File: src/lcdde_pkg.sv
// Package for the LCD draw command byte engine.
// Holds opcodes, sequencer phases, command bytes, job records and the 5x7 font table.
// No dependencies.
package lcdde_pkg;

  localparam int DEF_SCREEN_WIDTH  = 240;
  localparam int DEF_SCREEN_HEIGHT = 320;
  localparam int LEN_W   = 13;
  localparam int PIX_W   = 2 * LEN_W;
  localparam int NPARTS  = 40;
  localparam int PART_W  = 6;

  localparam logic [7:0] CMD_COL_SET = 8'h2A;
  localparam logic [7:0] CMD_ROW_SET = 8'h2B;
  localparam logic [7:0] CMD_MEM_WR  = 8'h2C;
  localparam logic [7:0] GLYPH_FIRST = 8'd32;
  localparam logic [7:0] GLYPH_LAST  = 8'd96;

  typedef enum logic [2:0] {
    OP_PULL   = 3'd0,
    OP_PIXEL  = 3'd1,
    OP_FILL   = 3'd2,
    OP_GLYPH  = 3'd3,
    OP_SCALED = 3'd4
  } opcode_t;

  typedef enum logic [1:0] {
    PH_IDLE,
    PH_HEADER,
    PH_PIXELS
  } phase_t;

  typedef enum logic [3:0] {
    HB_COL_CMD = 4'd0,
    HB_CS_HI   = 4'd1,
    HB_CS_LO   = 4'd2,
    HB_CE_HI   = 4'd3,
    HB_CE_LO   = 4'd4,
    HB_ROW_CMD = 4'd5,
    HB_RS_HI   = 4'd6,
    HB_RS_LO   = 4'd7,
    HB_RE_HI   = 4'd8,
    HB_RE_LO   = 4'd9,
    HB_WR_CMD  = 4'd10
  } hdr_pos_t;

  typedef struct packed {
    logic [15:0]      start;
    logic [15:0]      stop;
    logic [LEN_W-1:0] len;
  } span_t;

  typedef struct packed {
    logic [2:0]         op;
    logic [NPARTS-1:0]  latch;
    logic [7:0]         colen;
    logic [7:0]         rowen;
    logic [7:0][15:0]   xs;
    logic [7:0][15:0]   ys;
    logic [15:0]        wsize;
    logic [15:0]        hsize;
    logic [15:0]        fg;
    logic [15:0]        bg;
  } pre_t;

  typedef struct packed {
    logic [2:0]        op;
    logic [NPARTS-1:0] latch;
    logic [NPARTS-1:0] vis;
    logic [15:0]       fg;
    logic [15:0]       bg;
    span_t [7:0]       cols;
    span_t [7:0]       rows;
  } job_t;

  typedef struct packed {
    logic [7:0] byte_val;
    logic       is_data;
    logic       byte_valid;
    logic       cmd_accepted;
    logic       busy;
  } res_t;

  function automatic logic [39:0] glyph_bits(logic [6:0] idx);
    logic [39:0] g;
    unique case (idx)
      7'd0:  g = 40'h0000000000; 7'd1:  g = 40'h00005F0000; 7'd2:  g = 40'h0007000700;
      7'd3:  g = 40'h147F147F14; 7'd4:  g = 40'h122A7F2A24; 7'd5:  g = 40'h6264081323;
      7'd6:  g = 40'h5022554936; 7'd7:  g = 40'h0000030500; 7'd8:  g = 40'h0041221C00;
      7'd9:  g = 40'h001C224100; 7'd10: g = 40'h14083E0814; 7'd11: g = 40'h08083E0808;
      7'd12: g = 40'h0000305000; 7'd13: g = 40'h0808080808; 7'd14: g = 40'h0000606000;
      7'd15: g = 40'h0204081020; 7'd16: g = 40'h3E4549513E; 7'd17: g = 40'h00407F4200;
      7'd18: g = 40'h4649516142; 7'd19: g = 40'h314B454121; 7'd20: g = 40'h107F121418;
      7'd21: g = 40'h3945454527; 7'd22: g = 40'h3049494A3C; 7'd23: g = 40'h0305097101;
      7'd24: g = 40'h3649494936; 7'd25: g = 40'h1E29494906; 7'd26: g = 40'h0000363600;
      7'd27: g = 40'h0000365600; 7'd28: g = 40'h0041221408; 7'd29: g = 40'h1414141414;
      7'd30: g = 40'h0814224100; 7'd31: g = 40'h0609510102; 7'd32: g = 40'h3E41794932;
      7'd33: g = 40'h7E1111117E; 7'd34: g = 40'h364949497F; 7'd35: g = 40'h224141413E;
      7'd36: g = 40'h1C2241417F; 7'd37: g = 40'h414949497F; 7'd38: g = 40'h010909097F;
      7'd39: g = 40'h7A4949413E; 7'd40: g = 40'h7F0808087F; 7'd41: g = 40'h00417F4100;
      7'd42: g = 40'h013F414020; 7'd43: g = 40'h412214087F; 7'd44: g = 40'h404040407F;
      7'd45: g = 40'h7F020C027F; 7'd46: g = 40'h7F1008047F; 7'd47: g = 40'h3E4141413E;
      7'd48: g = 40'h060909097F; 7'd49: g = 40'h5E2151413E; 7'd50: g = 40'h462919097F;
      7'd51: g = 40'h3149494946; 7'd52: g = 40'h01017F0101; 7'd53: g = 40'h3F4040403F;
      7'd54: g = 40'h1F2040201F; 7'd55: g = 40'h3F4038403F; 7'd56: g = 40'h6314081463;
      7'd57: g = 40'h0708700807; 7'd58: g = 40'h4345495161; 7'd59: g = 40'h0041417F00;
      7'd60: g = 40'h2010080402; 7'd61: g = 40'h007F414100; 7'd62: g = 40'h0402010204;
      7'd63: g = 40'h4040404040; 7'd64: g = 40'h0004020100;
      default: g = 40'h0000000000;
    endcase
    return g;
  endfunction

endpackage

File: src/lcdde_queue.sv
// Two-entry queue of classified requests between front and back end.
// Depends on lcdde_pkg.
module lcdde_queue import lcdde_pkg::*; (
  input  logic clk,
  input  logic rst_n,
  input  logic push,
  input  job_t push_job,
  output logic full,
  input  logic pop,
  output logic head_valid,
  output job_t head_job
);

  job_t       mem [2];
  logic       wr_r, rd_r;
  logic [1:0] cnt_r, cnt_nxt;

  assign full       = (cnt_r == 2'd2);
  assign head_valid = (cnt_r != 2'd0);
  assign head_job   = mem[rd_r];
  assign cnt_nxt    = cnt_r + {1'b0, push} - {1'b0, pop};

  always_ff @(posedge clk) begin
    if (!rst_n) begin
      wr_r  <= 1'b0;
      rd_r  <= 1'b0;
      cnt_r <= 2'd0;
    end else begin
      wr_r  <= wr_r ^ push;
      rd_r  <= rd_r ^ pop;
      cnt_r <= cnt_nxt;
    end
  end

  always_ff @(posedge clk) begin
    if (push) begin
      mem[wr_r] <= push_job;
    end
  end

endmodule

File: config.mk
export PLATFORM = sky130hd
export DESIGN_NAME = lcdde_queue
export DESIGN_NICKNAME = d
export VERILOG_FILES = /design/src/lcdde_pkg.sv /design/src/lcdde_queue.sv
export SDC_FILE = /design/constraint.sdc
export NUM_CORES = 1
export LEC_CHECK = 0
export ABC_CLOCK_PERIOD_IN_PS = 52500
export BUFFER_PORTS_ARGS = -buffer_cell sky130_fd_sc_hd__buf_2
export CAP_MARGIN = 15
export CORE_AREA = 8 8 653 655
export DETAILED_ROUTE_END_ITERATION = 10
export DIE_AREA = 0 0 661 663
export PLACE_DENSITY_LB_ADDON = 0.12
export SYNTH_ARGS = -nofsm -noshare
export SYNTH_HDL_FRONTEND = slang
export SYNTH_SLANG_ARGS = --single-unit
export TNS_END_PERCENT = 20
File: constraint.sdc
create_clock -name clk -period 52.5 [get_ports clk]
set_clock_uncertainty 0.15 [all_clocks]
set_input_delay 0 -clock clk [delete_from_list [all_inputs] [get_ports clk]]
set_output_delay 0 -clock clk [all_outputs]
set_load 0.005 [all_outputs]
* Yosys cells after proc, flatten, opt, wreduce, memory -nomap -nowiden *
Memories as Yosys holds them, arrays and structs flattened. A register that Yosys moved wholly into a read port is not among the register bits.
Index checks and enable logic that the tools add are counted.

cells by class
  add/sub/neg operators = 2
  multiply operators = 0
  div/mod/pow operators = 0
  magnitude comparators = 0
  eq/ne operators = 1
  shift-type cells = 0
  mux-type cells = 3
  bitwise gates (word level) = 2
  reduce and logical (&&, ||, !) cells = 1

operators by type and width
  cell                                         number
  1-bit 2-to-1 mux                             3
  2-bit by 1-bit adder with 2-bit output       1
  2-bit == test (second input constant)        1
  2-bit nonzero test                           1
  2-bit by 1-bit subtractor with 2-bit output  1
  1-bit bitwise XOR                            2

word-level totals
  bits in registers = 4
  bits in latches = 0
  memory bits (writable) = 1670
  bits in read-only memories = 0
  output and inout port bits = 837
  logic and storage cells = 13
  memories = 1

memory list
  name  words  width  read ports  clocked after memory_dff  write ports  line               text
  mem   2      835    1           1                         1            lcdde_queue.sv:14  job_t mem [2];

* Longest topological paths before layout *
Gate-level depths: netlist (run 1).

  depth after elaboration = 2
  gate-level depth with buffers = 6

* Worst setup path before layout (run 1) *
No wires, ideal clock.

  path type = register to register
  start = register wr_r
  end = memory mem[0][0] in the netlist's numbering (enable)
  library setup time = 1.320 ns
  data arrival time = 19.316 ns
  slack = 31.713 ns
  stages on the path, launching flop included = 3
  path buffers = 0
  period minus slack after synthesis = 20.787 ns
  cells stage by stage = dfxtp_1 -> inv_1 -> ha_1

RTL lines
  what                    line               text
  start, declared         lcdde_queue.sv:15  logic wr_r, rd_r;
  start signal, assigned  lcdde_queue.sv:29  wr_r <= wr_r ^ push;
  end, declared           lcdde_queue.sv:14

No word-level cell before the write port.

* Final worst setup path (run 1) *
  start = input port push
  end = memory mem[0][190] in the netlist's numbering (enable)

on the way
  cells in the longest elaborated chain, start to end = 2

ends and longest elaborated chain
  what                                    line               text
  start, declared                         lcdde_queue.sv:6   input logic push,
  1-bit 2-to-1 mux                        lcdde_queue.sv:36  if (push) begin
  1-bit 2-to-1 mux (not written as such)  lcdde_queue.sv:37  mem[wr_r] <= push_job;

No other way between the ends.

==> results.cfg, run 1 <==
[placement]
gp_congestion = 0.800
place_area_um2 = 76000
io_buffers = 1675
dp_cells = 9738
hpwl_um = 218000

[cts]
clk_pin_slew_ps = 50
cts_root_buf = clkbuf_16
cts_sinks = 1675
cts_tree = built
insertion_delay_ps = 870
post_cts_resized = 0
clock_path_buffers = 4
numCtsBuffers = 212
cts.htree.levels = 4

[global_route]
grt_pass1_wl_um = 375000
grt_usage_pct = 12.3
grt_antenna_before_repair = 145
grt_start_max_net_pins = 133
overflow = 0
grt_pass1_vias = 42500

[sta]
finalSetupTns_ps = 0
hold_violations = 0
min_period_ps = 7530
setup_violations = 0
worst_slew_pin_slew_ps = 1110
rsz0062_at_grt = no
fmax_mhz = 133
fin_crit_sh_pct = 14.3
slew_viol_final = 0
max_slew_margin_pct = 26.1

[routing]
firstDrtPassIters = 4
totalWireLength_um = 284000
drcViolationCount = 0
post_drt_wl_per_cell_um = 24.0
drt_iter0_drc = 1731
vias_per_cell = 3.32
postRouteAntennaNets = 0
num_vias = 39300

[floorplan]
io-pin-count = 1676
die_width_um = 661
start_util_pct = 14.7
rows = 237
core_um2 = 415000
dieArea_um2 = 438000
die_y_um = 663

[setup_path]
slowest_stage = buf_4
crit_type = in2reg
crit_top_cell = buf_4
worstPathCellList = dlygate4sd3_1, dlygate4sd3_1, buf_2, dlygate4sd3_1, ha_4, buf_4, buf_4, buf_4, buf_4, buf_4, buf_4, buf_4
endpoint_kind = flop
critPathRequiredTime_ps = 52810
crit_fanout = 60
cp_slowest_stage_delay_ps = 820
startpoint_type = input port
worstPathArrival_ps = 7850

[layout]
final_area_um2 = 99400
layout-drive-gt1-share_pct = 44.7
syn2layout_area_growth_pct = 62.7
nNetsFinal = 6976
fillers = 43800
final_core_util_pct = 23.9
instances_no_fill = 11800

[hold_path]
hp-class = in2reg

[power]
power.leakage_nw = 36.4
peakVddDrop_uv = 27.1
power.density_nw_per_um2 = 34.8
total_power_w = 0.00345

[yosys]
ys_seq_elements = 1675
netlist_area_um2 = 61100
yosys_warnings = 0
synth_area_per_cell_um2 = 23.3
ys_seq_area_share_pct = 82.3
syn_nets = 3462
syn_inst = 2619
synth_cell_type_count = 14

[flow_run]
drv_cap = 0

[outcome]
status = finished, final reports clean
==> metal layers <==
layer	vias up	share of wire [%]	global-route usage (%)
met5	-	0.15	0
li1	17700	-	-
met1	19900	40	14.3
met2	1214	51	22.3
met3	411	7.0	3.71
met4	70	2.4	2.73
==> cell usage after synthesis <==
master    instances  area (um2)
edfxtp_1       1670       50100
and2_1            3        18.8
buf_6            18         203
mux2_4          150        2250
inv_1             3        11.3
buf_2            15        75.1
nor2b_1           3        18.8
xnor3_1           1        22.5
or2_2             1        6.26
mux2_2          685        7710
buf_4            60         450
ha_1              4        50.1
dfxtp_1           5         100
xor2_1            1        8.76
==> worst paths after layout <==
check / to / cells after the start / from / slack [ps]
max: mem[0][190] / 12 / push / 44970
min reg2reg: flop / 2 / rd_r / 430
min: cnt_r[1] / 5 / pop / 140
max reg2reg: mem[0][190] / 9 / wr_r / 45610
==> critical path, delay by kind of cell <==
family     cells  cell delay, ps
buf+inv       11            6880
fa+ha+maj      1             550
==> state kept, by name, summed over array words and instances, names as in the netlist, named ones only <==
register	count
wr_r	1
cnt_r	2
mem	1670
rd_r	1
==> cell families after synthesis <==
family,Yosys count,synth area share (%)
xor+xnor,2,0.0512
fa+ha+maj,4,0.0819
flops,1675,82.3
mux,835,16.3
simple gates,7,0.0717
buf+inv,96,1.21
==> placed cells by master, fill, tap and decap left out, types with 2 or more instances in the layout <==
| cell | netlist | routed |
|---|---|---|
| nor2b_1 | 3 | 3 |
| buf_4 | 60 | 33 |
| clkinv_2 | 0 | 19 |
| clkinv_8 | 0 | 3 |
| bufinv_16 | 0 | 11 |
| dfxtp_1 | 5 | 4 |
| and2_1 | 3 | 3 |
| edfxtp_1 | 1670 | 1670 |
| mux2_2 | 685 | 685 |
| clkinv_1 | 0 | 36 |
| dlygate4sd3_1 | 0 | 1678 |
| buf_2 | 15 | 1675 |
| inv_16 | 0 | 4 |
| ha_4 | 0 | 2 |
| ha_1 | 4 | 2 |
| clkbuf_1 | 0 | 77 |
| diode_2 | 0 | 54 |
| inv_6 | 0 | 7 |
| mux2_4 | 150 | 150 |
| buf_12 | 0 | 7 |
| clkbuf_16 | 0 | 214 |
| inv_1 | 3 | 3 |
==> report_power, final <==
group | switching (W) | internal [W]
Sequential | 0.0000205 | 0.00156
Combinational | 0.000253 | 0.000235
Clock | 0.000578 | 0.000802
==> stage by stage <==
stage                     worst slack, ps  hold slack, ps
after CTS                           44790            15.0
after detailed placement            45310            40.9
after floorplan                     31710           -51.1
after global routing                44560            52.6
final                               44970             135
after global placement              45300            37.5
==> area by class of cell <==
cell class / count / area [um2] / area share [%]
repair buffers: 3393 / 25600 / 25.7
clock inverters: 81 / 758 / 0.763
clock buffers: 291 / 5640 / 5.68
diodes: 54 / 135 / 0.136
flip-flops and latches: 1675 / 50300 / 50.6
multi-input cells: 848 / 10100 / 10.2
inverters: 3 / 11.3 / 0.0113
well taps: 5497 / 6880 / 6.92
==> what timing repair did <==
action | in CTS | in global routing
buffers inserted | 0 | 0
hold buffers | 1678 | 0
hold endpoints to repair | 1737 | 0
Note: power is estimated with default switching activity, not from simulation.
==> inputs of run 2 (changes only) <==
--- a/config.mk
+++ b/config.mk
@@ -5,7 +5,7 @@
 export SDC_FILE = /design/constraint.sdc
 export NUM_CORES = 1
 export LEC_CHECK = 0
-export ABC_CLOCK_PERIOD_IN_PS = 52500
+export ABC_CLOCK_PERIOD_IN_PS = 6800
 export BUFFER_PORTS_ARGS = -buffer_cell sky130_fd_sc_hd__buf_2
 export CAP_MARGIN = 15
 export CORE_AREA = 8 8 653 655
==> constraint.sdc (replaced) <==
create_clock -name clk -period 6.8 [get_ports clk]
set_clock_uncertainty 0.15 [all_clocks]
set_input_delay 0 -clock clk [delete_from_list [all_inputs] [get_ports clk]]
set_output_delay 0 -clock clk [all_outputs]
set_load 0.005 [all_outputs]
==> results.cfg, run 2 (synthesis gave the netlist of run 1 again) <==
[outcome]
status = finished, final reports clean

[power]
power.leakage_nw = 36.6
peakVddDrop_uv = 194
power.density_nw_per_um2 = 267

[placement]
pre_cts_ws_ps = 3740
hpwl_um = 222000
io_buffers = 1675
gp_congestion = 0.812

[floorplan]
dieArea_um2 = 438000
core_um2 = 415000
rows = 237
start_util_pct = 14.7
die_y_um = 663
io-pin-count = 1676
die_width_um = 661

[sta]
fmax_mhz = 260
setup_violations = 0
worst_slew_pin_slew_ps = 1000
min_period_ps = 3840
max_slew_margin_pct = 33.1
hold_violations = 0
finalSetupTns_ps = 0
slew_viol_final = 0
rsz0062_at_grt = no
fin_crit_sh_pct = 56.5
worst_slack_ps = 2960

[global_route]
grt_pass1_wl_um = 382000
grt_usage_pct = 12.6
grt_antenna_before_repair = 156
grt_pass1_vias = 42700
use_met1_pct = 14.8
use_met2_pct = 22.7
use_met3_pct = 3.58
overflow = 0
top_usage_layer = met2
grt_start_max_net_pins = 122

[layout]
syn2layout_area_growth_pct = 63.1
layout-drive-gt1-share_pct = 45.3
mostFrequentLayoutCells = dlygate4sd3_1, buf_2, edfxtp_1
largest_reg_flops = 1670
top_register = mem
final_common_cell = dlygate4sd3_1
reg_top3 = mem x1670, cnt_r x2
regArea_um2 = 50300
multi_input_area_um2 = 10100
fillers = 43700
nNetsFinal = 6995

[cts]
hold_buffers = 1677
post_cts_resized = 0
cts.htree.levels = 4
numCtsBuffers = 212
insertion_delay_ps = 860
cts_setup_buffers = 0
cts_root_buf = clkbuf_16
cts_sinks = 1675
clk_pin_slew_ps = 60
cts_tree = built
clock_path_buffers = 4

[setup_path]
worstPathArrival_ps = 3690
crit_fanout = 120
startpoint_type = flop
worstPathCellList = buf_12, buf_12, mux2_2, buf_2
endpoint_kind = primary output
cp_slowest_stage_delay_ps = 800
critPathRequiredTime_ps = 6650
slowest_stage = dfxtp_4
crit_top_cell = buf_12
crit_type = reg2out

[hold_path]
hp-class = in2reg

[flow_run]
drv_cap = 0

[routing]
firstDrtPassIters = 4
num_vias = 39500
drcViolationCount = 0
postRouteAntennaNets = 0
post_drt_wl_per_cell_um = 24.2
totalWireLength_um = 287000
vias_per_cell = 3.33
drt_iter0_drc = 1737
[run 2: cell types whose count changed in the layout (fill, tap and decap cells not counted), moves of 2 or more]
cell	change
clkinv_1	+9
buf_12	+12
clkinvlp_4	+4
bufinv_16	-6
clkinv_16	+2
diode_2	+2
clkinv_2	+22
clkbuf_1	-29
clkinv_4	+2
buf_4	+7
inv_6	-3
[run 2: stage by stage]
| stage | instance area [um2] | power (W) | std cells | hold slack [ps] | util (%) |
|---|---|---|---|---|---|
| 2_1_floorplan | 61100 | 0.0138 | 2619 | -51.1 | - |
| 3_3_place_gp | 76300 | 0.0156 | 9757 | 36.7 | 18.4 |
| 3_5_place_dp | 76300 | 0.0156 | 9758 | 40.7 | 18.4 |
| 4_1_cts | 99500 | 0.0273 | 11800 | 36.9 | 23.9 |
| 5_1_grt | 99600 | 0.0277 | 11800 | 128 | 24.0 |
| 6_report | 99600 | 0.0266 | 11900 | 137 | 24.0 |
[run 2: power by group]
group	internal (W)	leakage, nW	total [W]	switching [W]
registers	0.0121	15.7	0.0122	0.000139
logic	0.00184	17.7	0.00384	0.00200
clock network	0.00597	3.11	0.0105	0.00456
[run 2: per-layer routing]
metal  vias up  part of all wire, %
met3       359                  6.9
met2      1242                   51
met5         -                 0.12
li1      17700                    -
met4        54                  2.0
met1     20200                   40
[run 2: layout make-up]
type,count,share of cell area [%]
diodes,56,0.141
repair buffers,3412,26.0
flip-flops and latches,1675,50.4
clock inverters,110,0.790
multi-input cells,848,10.2
clock buffers,263,5.58
well taps,5497,6.90
inverters,3,0.0113
[run 2: final timing paths]
path              from       endpoint  slack, ps  cells past startpoint
setup / recovery  flop  head_job[361]       2960                      4
hold / removal     pop       cnt_r[1]        140                      5
setup reg to reg  wr_r    mem[0][309]       4030                      5
hold reg to reg   wr_r           wr_r        440                      3
[run 2: critical path: cells and delay by family, from the launching register on]
family / cells / cell delay [ps]
muxes: 1 / 490
DFF: 1 / 800
buffers and inverters: 3 / 1060
