**src/lcdde_pkg.sv**
```systemverilog
// Package for the LCD draw command byte engine.
// Holds opcodes, sequencer phases, command bytes, job records and the 5x7 font table.
// No dependencies.
package lcdde_pkg;

  localparam int DEF_SCREEN_WIDTH  = 240;
  localparam int DEF_SCREEN_HEIGHT = 320;
  localparam int LEN_W   = 13;
  localparam int PIX_W   = 2 * LEN_W;
  localparam int NPARTS  = 40;
  localparam int PART_W  = 6;

  localparam logic [7:0] CMD_COL_SET = 8'h2A;
  localparam logic [7:0] CMD_ROW_SET = 8'h2B;
  localparam logic [7:0] CMD_MEM_WR  = 8'h2C;
  localparam logic [7:0] GLYPH_FIRST = 8'd32;
  localparam logic [7:0] GLYPH_LAST  = 8'd96;

  typedef enum logic [2:0] {
    OP_PULL   = 3'd0,
    OP_PIXEL  = 3'd1,
    OP_FILL   = 3'd2,
    OP_GLYPH  = 3'd3,
    OP_SCALED = 3'd4
  } opcode_t;

  typedef enum logic [1:0] {
    PH_IDLE,
    PH_HEADER,
    PH_PIXELS
  } phase_t;

  typedef enum logic [3:0] {
    HB_COL_CMD = 4'd0,
    HB_CS_HI   = 4'd1,
    HB_CS_LO   = 4'd2,
    HB_CE_HI   = 4'd3,
    HB_CE_LO   = 4'd4,
    HB_ROW_CMD = 4'd5,
    HB_RS_HI   = 4'd6,
    HB_RS_LO   = 4'd7,
    HB_RE_HI   = 4'd8,
    HB_RE_LO   = 4'd9,
    HB_WR_CMD  = 4'd10
  } hdr_pos_t;

  typedef struct packed {
    logic [15:0]      start;
    logic [15:0]      stop;
    logic [LEN_W-1:0] len;
  } span_t;

  typedef struct packed {
    logic [2:0]         op;
    logic [NPARTS-1:0]  latch;
    logic [7:0]         colen;
    logic [7:0]         rowen;
    logic [7:0][15:0]   xs;
    logic [7:0][15:0]   ys;
    logic [15:0]        wsize;
    logic [15:0]        hsize;
    logic [15:0]        fg;
    logic [15:0]        bg;
  } pre_t;

  typedef struct packed {
    logic [2:0]        op;
    logic [NPARTS-1:0] latch;
    logic [NPARTS-1:0] vis;
    logic [15:0]       fg;
    logic [15:0]       bg;
    span_t [7:0]       cols;
    span_t [7:0]       rows;
  } job_t;

  typedef struct packed {
    logic [7:0] byte_val;
    logic       is_data;
    logic       byte_valid;
    logic       cmd_accepted;
    logic       busy;
  } res_t;

  function automatic logic [39:0] glyph_bits(logic [6:0] idx);
    logic [39:0] g;
    unique case (idx)
      7'd0:  g = 40'h0000000000; 7'd1:  g = 40'h00005F0000; 7'd2:  g = 40'h0007000700;
      7'd3:  g = 40'h147F147F14; 7'd4:  g = 40'h122A7F2A24; 7'd5:  g = 40'h6264081323;
      7'd6:  g = 40'h5022554936; 7'd7:  g = 40'h0000030500; 7'd8:  g = 40'h0041221C00;
      7'd9:  g = 40'h001C224100; 7'd10: g = 40'h14083E0814; 7'd11: g = 40'h08083E0808;
      7'd12: g = 40'h0000305000; 7'd13: g = 40'h0808080808; 7'd14: g = 40'h0000606000;
      7'd15: g = 40'h0204081020; 7'd16: g = 40'h3E4549513E; 7'd17: g = 40'h00407F4200;
      7'd18: g = 40'h4649516142; 7'd19: g = 40'h314B454121; 7'd20: g = 40'h107F121418;
      7'd21: g = 40'h3945454527; 7'd22: g = 40'h3049494A3C; 7'd23: g = 40'h0305097101;
      7'd24: g = 40'h3649494936; 7'd25: g = 40'h1E29494906; 7'd26: g = 40'h0000363600;
      7'd27: g = 40'h0000365600; 7'd28: g = 40'h0041221408; 7'd29: g = 40'h1414141414;
      7'd30: g = 40'h0814224100; 7'd31: g = 40'h0609510102; 7'd32: g = 40'h3E41794932;
      7'd33: g = 40'h7E1111117E; 7'd34: g = 40'h364949497F; 7'd35: g = 40'h224141413E;
      7'd36: g = 40'h1C2241417F; 7'd37: g = 40'h414949497F; 7'd38: g = 40'h010909097F;
      7'd39: g = 40'h7A4949413E; 7'd40: g = 40'h7F0808087F; 7'd41: g = 40'h00417F4100;
      7'd42: g = 40'h013F414020; 7'd43: g = 40'h412214087F; 7'd44: g = 40'h404040407F;
      7'd45: g = 40'h7F020C027F; 7'd46: g = 40'h7F1008047F; 7'd47: g = 40'h3E4141413E;
      7'd48: g = 40'h060909097F; 7'd49: g = 40'h5E2151413E; 7'd50: g = 40'h462919097F;
      7'd51: g = 40'h3149494946; 7'd52: g = 40'h01017F0101; 7'd53: g = 40'h3F4040403F;
      7'd54: g = 40'h1F2040201F; 7'd55: g = 40'h3F4038403F; 7'd56: g = 40'h6314081463;
      7'd57: g = 40'h0708700807; 7'd58: g = 40'h4345495161; 7'd59: g = 40'h0041417F00;
      7'd60: g = 40'h2010080402; 7'd61: g = 40'h007F414100; 7'd62: g = 40'h0402010204;
      7'd63: g = 40'h4040404040; 7'd64: g = 40'h0004020100;
      default: g = 40'h0000000000;
    endcase
    return g;
  endfunction

endpackage

```
**src/lcdde_back.sv**
```systemverilog
// Back end: byte sequencer that runs headers and pixel bursts part by part.
// Holds the output register; depends on lcdde_pkg.
module lcdde_back import lcdde_pkg::*; (
  input  logic clk,
  input  logic rst_n,
  input  logic head_valid,
  input  job_t head_job,
  output logic pop,
  output logic out_valid,
  input  logic out_stall,
  output res_t res
);

  phase_t              phase_r, phase_nxt;
  logic [3:0]          hpos_r, hpos_nxt;
  logic [15:0]         cs_r, cs_nxt, ce_r, ce_nxt, rs_r, rs_nxt, re_r, re_nxt;
  logic [PIX_W-1:0]    pix_r, pix_nxt;
  logic                low_r, low_nxt;
  logic [15:0]         color_r, color_nxt;
  logic [PART_W-1:0]   part_r, part_nxt;
  job_t                job_r, job_nxt, src;
  logic                out_valid_r;
  res_t                res_r, res_nxt;
  logic                do_search, found;
  logic [NPARTS-1:0]   mask, cand;
  logic [PART_W-1:0]   p;
  span_t               cx, ry;

  assign pop       = head_valid & (~out_valid_r | ~out_stall);
  assign out_valid = out_valid_r;
  assign res       = res_r;

  always_comb begin
    phase_nxt = phase_r;
    hpos_nxt  = hpos_r;
    cs_nxt = cs_r; ce_nxt = ce_r; rs_nxt = rs_r; re_nxt = re_r;
    pix_nxt   = pix_r;
    low_nxt   = low_r;
    color_nxt = color_r;
    part_nxt  = part_r;
    job_nxt   = job_r;
    res_nxt   = '0;
    src       = job_r;
    do_search = 1'b0;
    for (int i = 0; i < NPARTS; i++) begin
      mask[i] = (PART_W'(i) > part_r);
    end
    if (pop) begin
      if (head_job.op == OP_PULL) begin
        if (phase_r == PH_HEADER) begin
          res_nxt.byte_valid = 1'b1;
          res_nxt.is_data    = 1'b1;
          unique case (hpos_r)
            HB_COL_CMD: begin res_nxt.byte_val = CMD_COL_SET; res_nxt.is_data = 1'b0; end
            HB_CS_HI:   res_nxt.byte_val = cs_r[15:8];
            HB_CS_LO:   res_nxt.byte_val = cs_r[7:0];
            HB_CE_HI:   res_nxt.byte_val = ce_r[15:8];
            HB_CE_LO:   res_nxt.byte_val = ce_r[7:0];
            HB_ROW_CMD: begin res_nxt.byte_val = CMD_ROW_SET; res_nxt.is_data = 1'b0; end
            HB_RS_HI:   res_nxt.byte_val = rs_r[15:8];
            HB_RS_LO:   res_nxt.byte_val = rs_r[7:0];
            HB_RE_HI:   res_nxt.byte_val = re_r[15:8];
            HB_RE_LO:   res_nxt.byte_val = re_r[7:0];
            default: begin res_nxt.byte_val = CMD_MEM_WR; res_nxt.is_data = 1'b0; end
          endcase
          hpos_nxt = hpos_r + 4'd1;
          if (hpos_r == HB_WR_CMD) begin
            phase_nxt = PH_PIXELS;
            low_nxt   = 1'b0;
            do_search = (pix_r == '0);
          end
        end else if (phase_r == PH_PIXELS) begin
          res_nxt.byte_valid = 1'b1;
          res_nxt.is_data    = 1'b1;
          if (!low_r) begin
            res_nxt.byte_val = color_r[15:8];
            low_nxt = 1'b1;
          end else begin
            res_nxt.byte_val = color_r[7:0];
            low_nxt = 1'b0;
            pix_nxt = pix_r - PIX_W'(1);
            do_search = (pix_r == PIX_W'(1));
          end
        end
      end else if ((head_job.op == OP_PIXEL || head_job.op == OP_FILL ||
                    head_job.op == OP_GLYPH || head_job.op == OP_SCALED) &&
                   phase_r == PH_IDLE) begin
        res_nxt.cmd_accepted = 1'b1;
        job_nxt   = head_job;
        src       = head_job;
        mask      = '1;
        do_search = 1'b1;
      end
    end
    cand  = src.vis & mask;
    found = 1'b0;
    p     = '0;
    for (int i = NPARTS - 1; i >= 0; i--) begin
      if (cand[i]) begin
        found = 1'b1;
        p     = PART_W'(i);
      end
    end
    cx = src.cols[p[5:3]];
    ry = src.rows[p[2:0]];
    if (do_search) begin
      if (found) begin
        part_nxt  = p;
        cs_nxt    = cx.start;
        ce_nxt    = cx.stop;
        rs_nxt    = ry.start;
        re_nxt    = ry.stop;
        pix_nxt   = cx.len * ry.len;
        color_nxt = src.latch[p] ? src.fg : src.bg;
        low_nxt   = 1'b0;
        hpos_nxt  = HB_COL_CMD;
        phase_nxt = PH_HEADER;
      end else begin
        phase_nxt = PH_IDLE;
      end
    end
    res_nxt.busy = (phase_nxt != PH_IDLE);
  end

  always_ff @(posedge clk) begin
    if (!rst_n) begin
      phase_r     <= PH_IDLE;
      out_valid_r <= 1'b0;
    end else begin
      phase_r     <= phase_nxt;
      out_valid_r <= pop | (out_valid_r & out_stall);
    end
  end

  always_ff @(posedge clk) begin
    hpos_r  <= hpos_nxt;
    cs_r    <= cs_nxt;
    ce_r    <= ce_nxt;
    rs_r    <= rs_nxt;
    re_r    <= re_nxt;
    pix_r   <= pix_nxt;
    low_r   <= low_nxt;
    color_r <= color_nxt;
    part_r  <= part_nxt;
    job_r   <= job_nxt;
    if (pop) begin
      res_r <= res_nxt;
    end
  end

endmodule

```
**config.mk**
```make
export PLATFORM = sky130hd
export DESIGN_NAME = lcdde_back
export DESIGN_NICKNAME = d
export VERILOG_FILES = /design/src/lcdde_pkg.sv /design/src/lcdde_back.sv
export SDC_FILE = /design/constraint.sdc
export NUM_CORES = 2
export LEC_CHECK = 0
export ABC_AREA = 1
export BUFFER_PORTS_ARGS = -buffer_cell sky130_fd_sc_hd__buf_2
export CORE_AREA = 2 2 336 338
export DETAILED_ROUTE_END_ITERATION = 6
export DIE_AREA = 0 0 338 340
export PLACE_DENSITY_LB_ADDON = 0.05
export REMOVE_ABC_BUFFERS = 1
export SLEW_MARGIN = 20
export SYNTH_ARGS = -nofsm -noshare
export SYNTH_HDL_FRONTEND = slang
export SYNTH_SLANG_ARGS = --single-unit
```
**constraint.sdc**
```tcl
create_clock -name clk -period 20.5 [get_ports clk]
set_input_delay 0 -clock clk [delete_from_list [all_inputs] [get_ports clk]]
set_output_delay 0 -clock clk [all_outputs]
set_load 0.02 [all_outputs]
```
* Yosys cells after proc, flatten, opt, wreduce, memory -nomap -nowiden
Index checks and enable logic that the tools add are counted.
Storage, ports and cells: register bits after elaboration 964, bits of input ports 839, logic and storage cells 280
Operators by class: add/subtract/negate cells 2, multiply operators 1, order comparisons 43, equality and inequality tests 17, mux-type cells 131, bitwise logic cells 7, reduce and logical (&&, ||, !) cells 11
Operators with widths (number):
- 2-to-1 mux 832 bit | 3
- binary-select mux 45 bit (select 3 bit) | 2
- 2-to-1 mux 6 bit | 40
- 2-to-1 mux 26 bit | 7
- 2-to-1 mux 40 bit | 3
- greater-than comparator 5 x 6 -> 1 bit (first input constant) | 16
- 2-to-1 mux 45 bit | 2
- one-hot mux 8 bit (10 select lines) | 1
- 2-to-1 mux 1 bit | 58
- greater-than comparator 4 x 6 -> 1 bit (first input constant) | 8
- greater-than comparator 6 bit (first input constant) | 8
- AND 40 bit | 1
- == test 26 x 1 -> 1 bit (second input constant) | 1
- logical NOT 26 bit | 1
- multiplier 13 x 13 -> 26 bit | 1
- subtractor 26 x 1 -> 26 bit (second input constant) | 1
- greater-than comparator 3 x 6 -> 1 bit (first input constant) | 4
- 2-to-1 mux 10 bit | 2
- 2-to-1 mux 4 bit | 5
- == test 4 x 3 -> 1 bit (second input constant) | 4
- 2-to-1 mux 16 bit | 1
- == test 4 bit (second input constant) | 3
- greater-than comparator 1 x 6 -> 1 bit (first input constant) | 2
- greater-than comparator 2 x 6 -> 1 bit (first input constant) | 2
- other kinds (24) | 36

* Depth between registers and ports, before layout
depth after elaboration 54, depth in mapped cells 91

* Least setup slack after synthesis
OpenSTA, ideal clock, no wires.
path kind reg2reg, start register out_valid_r (netlist: out_valid), end register pix_r[25], setup time 70 ps, data arrival time 9338 ps, data required time 20430 ps, setup slack 11092 ps, stages on the path, launching flop included 86, buffers on the path 3, cell sequence dfxtp_1 nand2_1 nand2_2 inv_1 nand3_1 nand2_1 nor2_1 nand2_1 nand2_1 nand2_1 nand2_1 nand2_1 nand2_1 nand2_1 nand2_1 nand2_1 nand2_1 nand2_1 [50 not listed] inv_1 o21ai_0 nand2_1 a21oi_1 o21bai_1 a21o_1 a21oi_1 o21ai_0 nand2_1 inv_1 o21ai_0 nand2_1 nand2_1 inv_1 nor2_1 o21bai_1 or2_2 a21oi_1
On the way: word-level cells in the longest chain between the ends 50, elaborated cells between the ends (all ways) 95, those cells by class 1 x mul; 90 x mux; 4 x bitwise
Ends and longest elaborated chain:
- start, declared | RTL line lcdde_back.sv:22 | logic out_valid_r;
- start signal, assigned | RTL line lcdde_back.sv:131 | out_valid_r <= pop | (out_valid_r & out_stall);
- NOT 1 bit * | RTL line lcdde_back.sv:29 | assign pop = head_valid & (~out_valid_r | ~out_stall);
- OR 1 bit * | RTL line lcdde_back.sv:29
- AND 1 bit * | RTL line lcdde_back.sv:29
- named net pop | RTL line lcdde_back.sv:8 | output logic pop,
- 2-to-1 mux 832 bit or 2-to-1 mux 40 bit (tied branches)
- AND 40 bit | RTL line lcdde_back.sv:95 | cand = src.vis & mask;
- 2-to-1 mux 6 bit (40 in series) | RTL line lcdde_back.sv:99 | if (cand[i]) begin
- binary-select mux 45 bit (select 3 bit) (on tied branches) | RTL line lcdde_back.sv:104, lcdde_back.sv:105
- 2-to-1 mux 45 bit (on tied branches) | RTL line lcdde_back.sv:104, lcdde_back.sv:105
- multiplier 13 x 13 -> 26 bit | RTL line lcdde_back.sv:113 | pix_nxt = cx.len * ry.len;
- 2-to-1 mux 26 bit | RTL line lcdde_back.sv:107 | if (found) begin
- 2-to-1 mux 26 bit * | RTL line lcdde_back.sv:106 | if (do_search) begin
- named net pix_nxt[25] | RTL line lcdde_back.sv:17 | logic [PIX_W-1:0] pix_r, pix_nxt;
- end signal, assigned | RTL line lcdde_back.sv:141 | pix_r <= pix_nxt;
- end, declared | RTL line lcdde_back.sv:17
The timed path passes the listed nets; every way through them passes the cells marked *. The select of a mux whose other input is x is not followed. A chain may end at the register's enable or synchronous reset.

* Final worst setup path
start register phase_r[1], end register pix_r[25]
On the way: word-level cells in the longest chain between the ends 51, elaborated cells between the ends (all ways) 107, those cells by class 1 x mul; 2 x eq/ne; 101 x mux; 1 x bitwise; 2 x reduce/logical
Ends and longest elaborated chain:
- start, declared | RTL line lcdde_back.sv:14 | phase_t phase_r, phase_nxt;
- start signal, assigned | RTL line lcdde_back.sv:130 | phase_r <= phase_nxt;
- logical NOT 2 bit | RTL line lcdde_back.sv:87 | phase_r == PH_IDLE) begin
- logical AND 1 bit | RTL line lcdde_back.sv:86 | head_job.op == OP_GLYPH || head_job.op == OP_SCALED) &&
- 2-to-1 mux 832 bit or 2-to-1 mux 40 bit (tied branches) (3 in series)
- AND 40 bit | RTL line lcdde_back.sv:95
- 2-to-1 mux 6 bit (40 in series) | RTL line lcdde_back.sv:99
- binary-select mux 45 bit (select 3 bit) (on tied branches) | RTL line lcdde_back.sv:104, lcdde_back.sv:105
- 2-to-1 mux 45 bit (on tied branches) | RTL line lcdde_back.sv:104, lcdde_back.sv:105
- multiplier 13 x 13 -> 26 bit | RTL line lcdde_back.sv:113
- 2-to-1 mux 26 bit | RTL line lcdde_back.sv:107
- 2-to-1 mux 26 bit * | RTL line lcdde_back.sv:106
- named net pix_nxt[25] | RTL line lcdde_back.sv:17
Marked as above.

==> metrics.md <==
| Metric | Value |
|---|---|
| Slew HR | 27.8% |
| Syn Inst Count | 5854 |
| CTS tree | done |
| CTS H-tree depth | 3 |
| Synth Area in Compound Gates | 12.5% |
| Avg WL per Cell | 18.0 um |
| Simple-gate portion of the synthesized area | 22.7% |
| Hold WC Path Type | primary input to flop |
| Area leader, netlist | dfxtp_1 |
| Synth Cell Area | 0.0452 mm^2 |
| Mean post-synth cell area | 7.72 um^2 |
| Tcrit/Tclk final | 64.6% |
| Synth Area in XOR/XNOR | 0.698% |
| Max cap viols | 0 |
| Antenna viol nets, final | 0 |
| Count of final max-slew check failures | 0 |
| Share of post-route cells with drive strength above 1 | 17.9% |
| Clock skew | 0.0250 ns |
| Run status | completed |
| CTS Buf Count | 108 |
| CP max FO | 254 |
| Number of flops mapped to enable cells by yosys | 98 |
| Post-synthesis register bit count | 935 |
| WHS Path Cells | 4 |
| CTS clk-pin slew, worst paths | 0.06 ns |
| Grt met1 use | 32.8% |
| Async SR Flop Fraction | 0% |
| Vias per cell | 4.80 |
| Final Hold Viols | 0 |
| Mux cell area share after synthesis | 3.90% |
| Port Buf Inserts | 824 |
| Primary FF master, synth | dfxtp_1 |
| Final HPWL from detailed placement | 109000 um |
| Largest net degree at the start of global routing | 255 |
| Most frequent cells in the layout | nand2_1, dfxtp_1, buf_2 |
| Placer Congestion | 0.887 |
| Grt total ovfl | 0 |
| Die ar. | 0.115 mm^2 |
| IO Count | 853 |
| Layout area overhead | 37.8% |
| Largest family of logic cells by synthesized area | simple AND/OR/NAND/NOR gates |
| Synth Area in Adders | 7.58% |
| Commonest non-fill, non-tap cell in the layout | nand2_1 |
| Worst EP required | 21.14 ns |
| M3 GR Usage | 5.26% |
| CP endpoint kind | flop |
| Most frequent CP cell | nand2_1 |
| Post-CTS Resized | 0 |
| Initial Util | 40.5% |
| Clk sink count | 935 |
| Final Setup Violations | 0 |
| First-pass GRT wire length | 244000 um |
| Maximum clock path buffer count | 3 |
| Nets | 8359 |
| Total negative slack | 0 ns |
| Worst-margin pin slew | 1.08 ns |
| GR Util met2 | 47.4% |
| Worst-Skew Late Latency | 0.72 ns |
| Largest cells by area after synthesis | dfxtp_1, nand2_1, edfxtp_1, inv_1, o21ai_0 |
| Remaining DRCs | 0 |
| CP peak stage delay | 0.78 ns |
| Pre-antenna DRT Iters | 6 |
| Startpoint Class | flop |
| Die Y | 340 um |
| Initial antenna violation count | 82 |
| CTS Root Cell | clkbuf_16 |
| Dpl ws | 7.17 ns |
| Yosys warnings | 0 |
| GR peak layer | met2 |
| Post-synth top area share | 37.1% |
| Slowest-stage cell, CP | inv_4 |
| Min Tclk post-route | 13.25 ns |
| RSZ-0062 raised after global routing | no |
| Sequential area share after synthesis | 43.6% |
| Total number of vias | 43.2k |
| DIE WIDTH | 338 um |
| Vias in the first global route | 43.4k |
| Final setup margin | 7.25 ns |
| Row count | 123 |
| Tot GR Track Use | 27.4% |
| Iter 0 DRT Violations | 2380 |
| Highest clock rate | 75.5 MHz |
| CORE AREA | 0.112 mm^2 |
| Post-synthesis cell type count | 58 |
| Crit path DAT | 13.89 ns |
| R2r worst-path depth | 86 |
| WL final | 162000 um |
| CP Class | flop to flop |
synth_stat cells (3+ instances only):
library cell  instances
nand2_1            1798
dfxtp_1             837
inv_1               678
o21ai_0             497
nor2_1              271
or2_2               235
a21oi_1             217
clkbuf_1            211
mux2i_1             176
nand3_1             137
fa_1                121
edfxtp_1             98
ha_1                 80
a31oi_1              58
buf_2                53
a221oi_1             48
o211ai_1             37
buf_1                34
o21ai_1              32
o22ai_1              28
a32o_1               24
xor2_1               21
inv_2                15
xnor2_1              15
buf_6                14
nor3_1               14
buf_4                12
a22o_1                8
nand4_1               8
o21ai_2               8
nor4_1                7
o31ai_1               7
nand2_2               6
a21boi_0              4
nand2_4               4
o21a_1                4
a21o_1                3
clkinv_1              3
o21bai_1              3
o32ai_1               3
final timing paths:
kind / from / to / slack (ns)
worst max-delay path: phase_r[1]$_SDFF_PN0_ / pix_r[25]$_DFF_P_ / 7.25
worst min-delay path: head_job[242] / job_r[242]$_DFF_P_ / 0.03
worst max register to register: phase_r[1]$_SDFF_PN0_ / pix_r[25]$_DFF_P_ / 7.25
worst min register to register: job_r[446]$_DFF_P_ / job_r[446]$_DFF_P_ / 0.44
layer usage:
layer	part of all wire [%]	routed length (um)
met1	41	66700
met2	49	79100
met3	5.7	9220
met4	4.1	6630
met5	0.074	120
flip-flops by register name, summed over array words and instances (netlist names):
name       count
low_r          1
color_r       16
res           12
hpos_r         4
ce_r          16
phase_r        2
pix_r         26
out_valid      1
cs_r          16
re_r          16
job_r        803
rs_r          16
part_r         6
per-stage QoR:
stage | util (%) | hold slack, ns | area, um^2 | instances
after CTS | 55.6 | 0.00125 | 62100 | 8914
after detailed placement | 45.0 | 0.210 | 50200 | 7898
final | 55.8 | 0.0282 | 62300 | 8992
after floorplan | - | 0.117 | 43700 | 5529
after global placement | 45.0 | 0.209 | 50200 | 7898
after global routing | 55.8 | 0.0305 | 62300 | 8985
kinds of logic after synthesis:
kind of cell,count (synthesis)
multiplexers,176
AND/OR/NAND/NOR,2491
XOR/XNOR,36
AO/OA/AOI/OAI,993
adder cells (fa/ha/maj),201
buffers and inverters,1022
flip-flops,935
area by class of cell:
cell class	instances	area, um^2
Fill cell	10640	49300
Clock buffer	167	3280
Clock inverter	38	437
Antenna cell	78	195
Tap cell	1500	1880
Sequential cell	935	19700
Multi-Input combinational cell	3897	21500
Timing Repair Buffer	1680	12600
Inverter	697	2660
worst max-delay path: cells and delay by family, from the launching register on:
family                     cells  cell delay [ns]
adders and majority gates      6             2.65
buffers and inverters         13             3.08
DFF                            1             0.32
and+or+nand+nor               53             4.94
AOI/OAI and AO/OA             14             2.06
what timing repair did:
| action | CTS | global route |
|---|---|---|
| setup buffers | 0 | 0 |
| endpoints found under the setup margin | 0 | 0 |
| hold endpoints to repair | 856 | 0 |
| hold buffers | 811 | 0 |
Power is left out: the tool's default activity adds up to more than one toggle a clock period on the data nets, which glitch-free logic cannot reach.
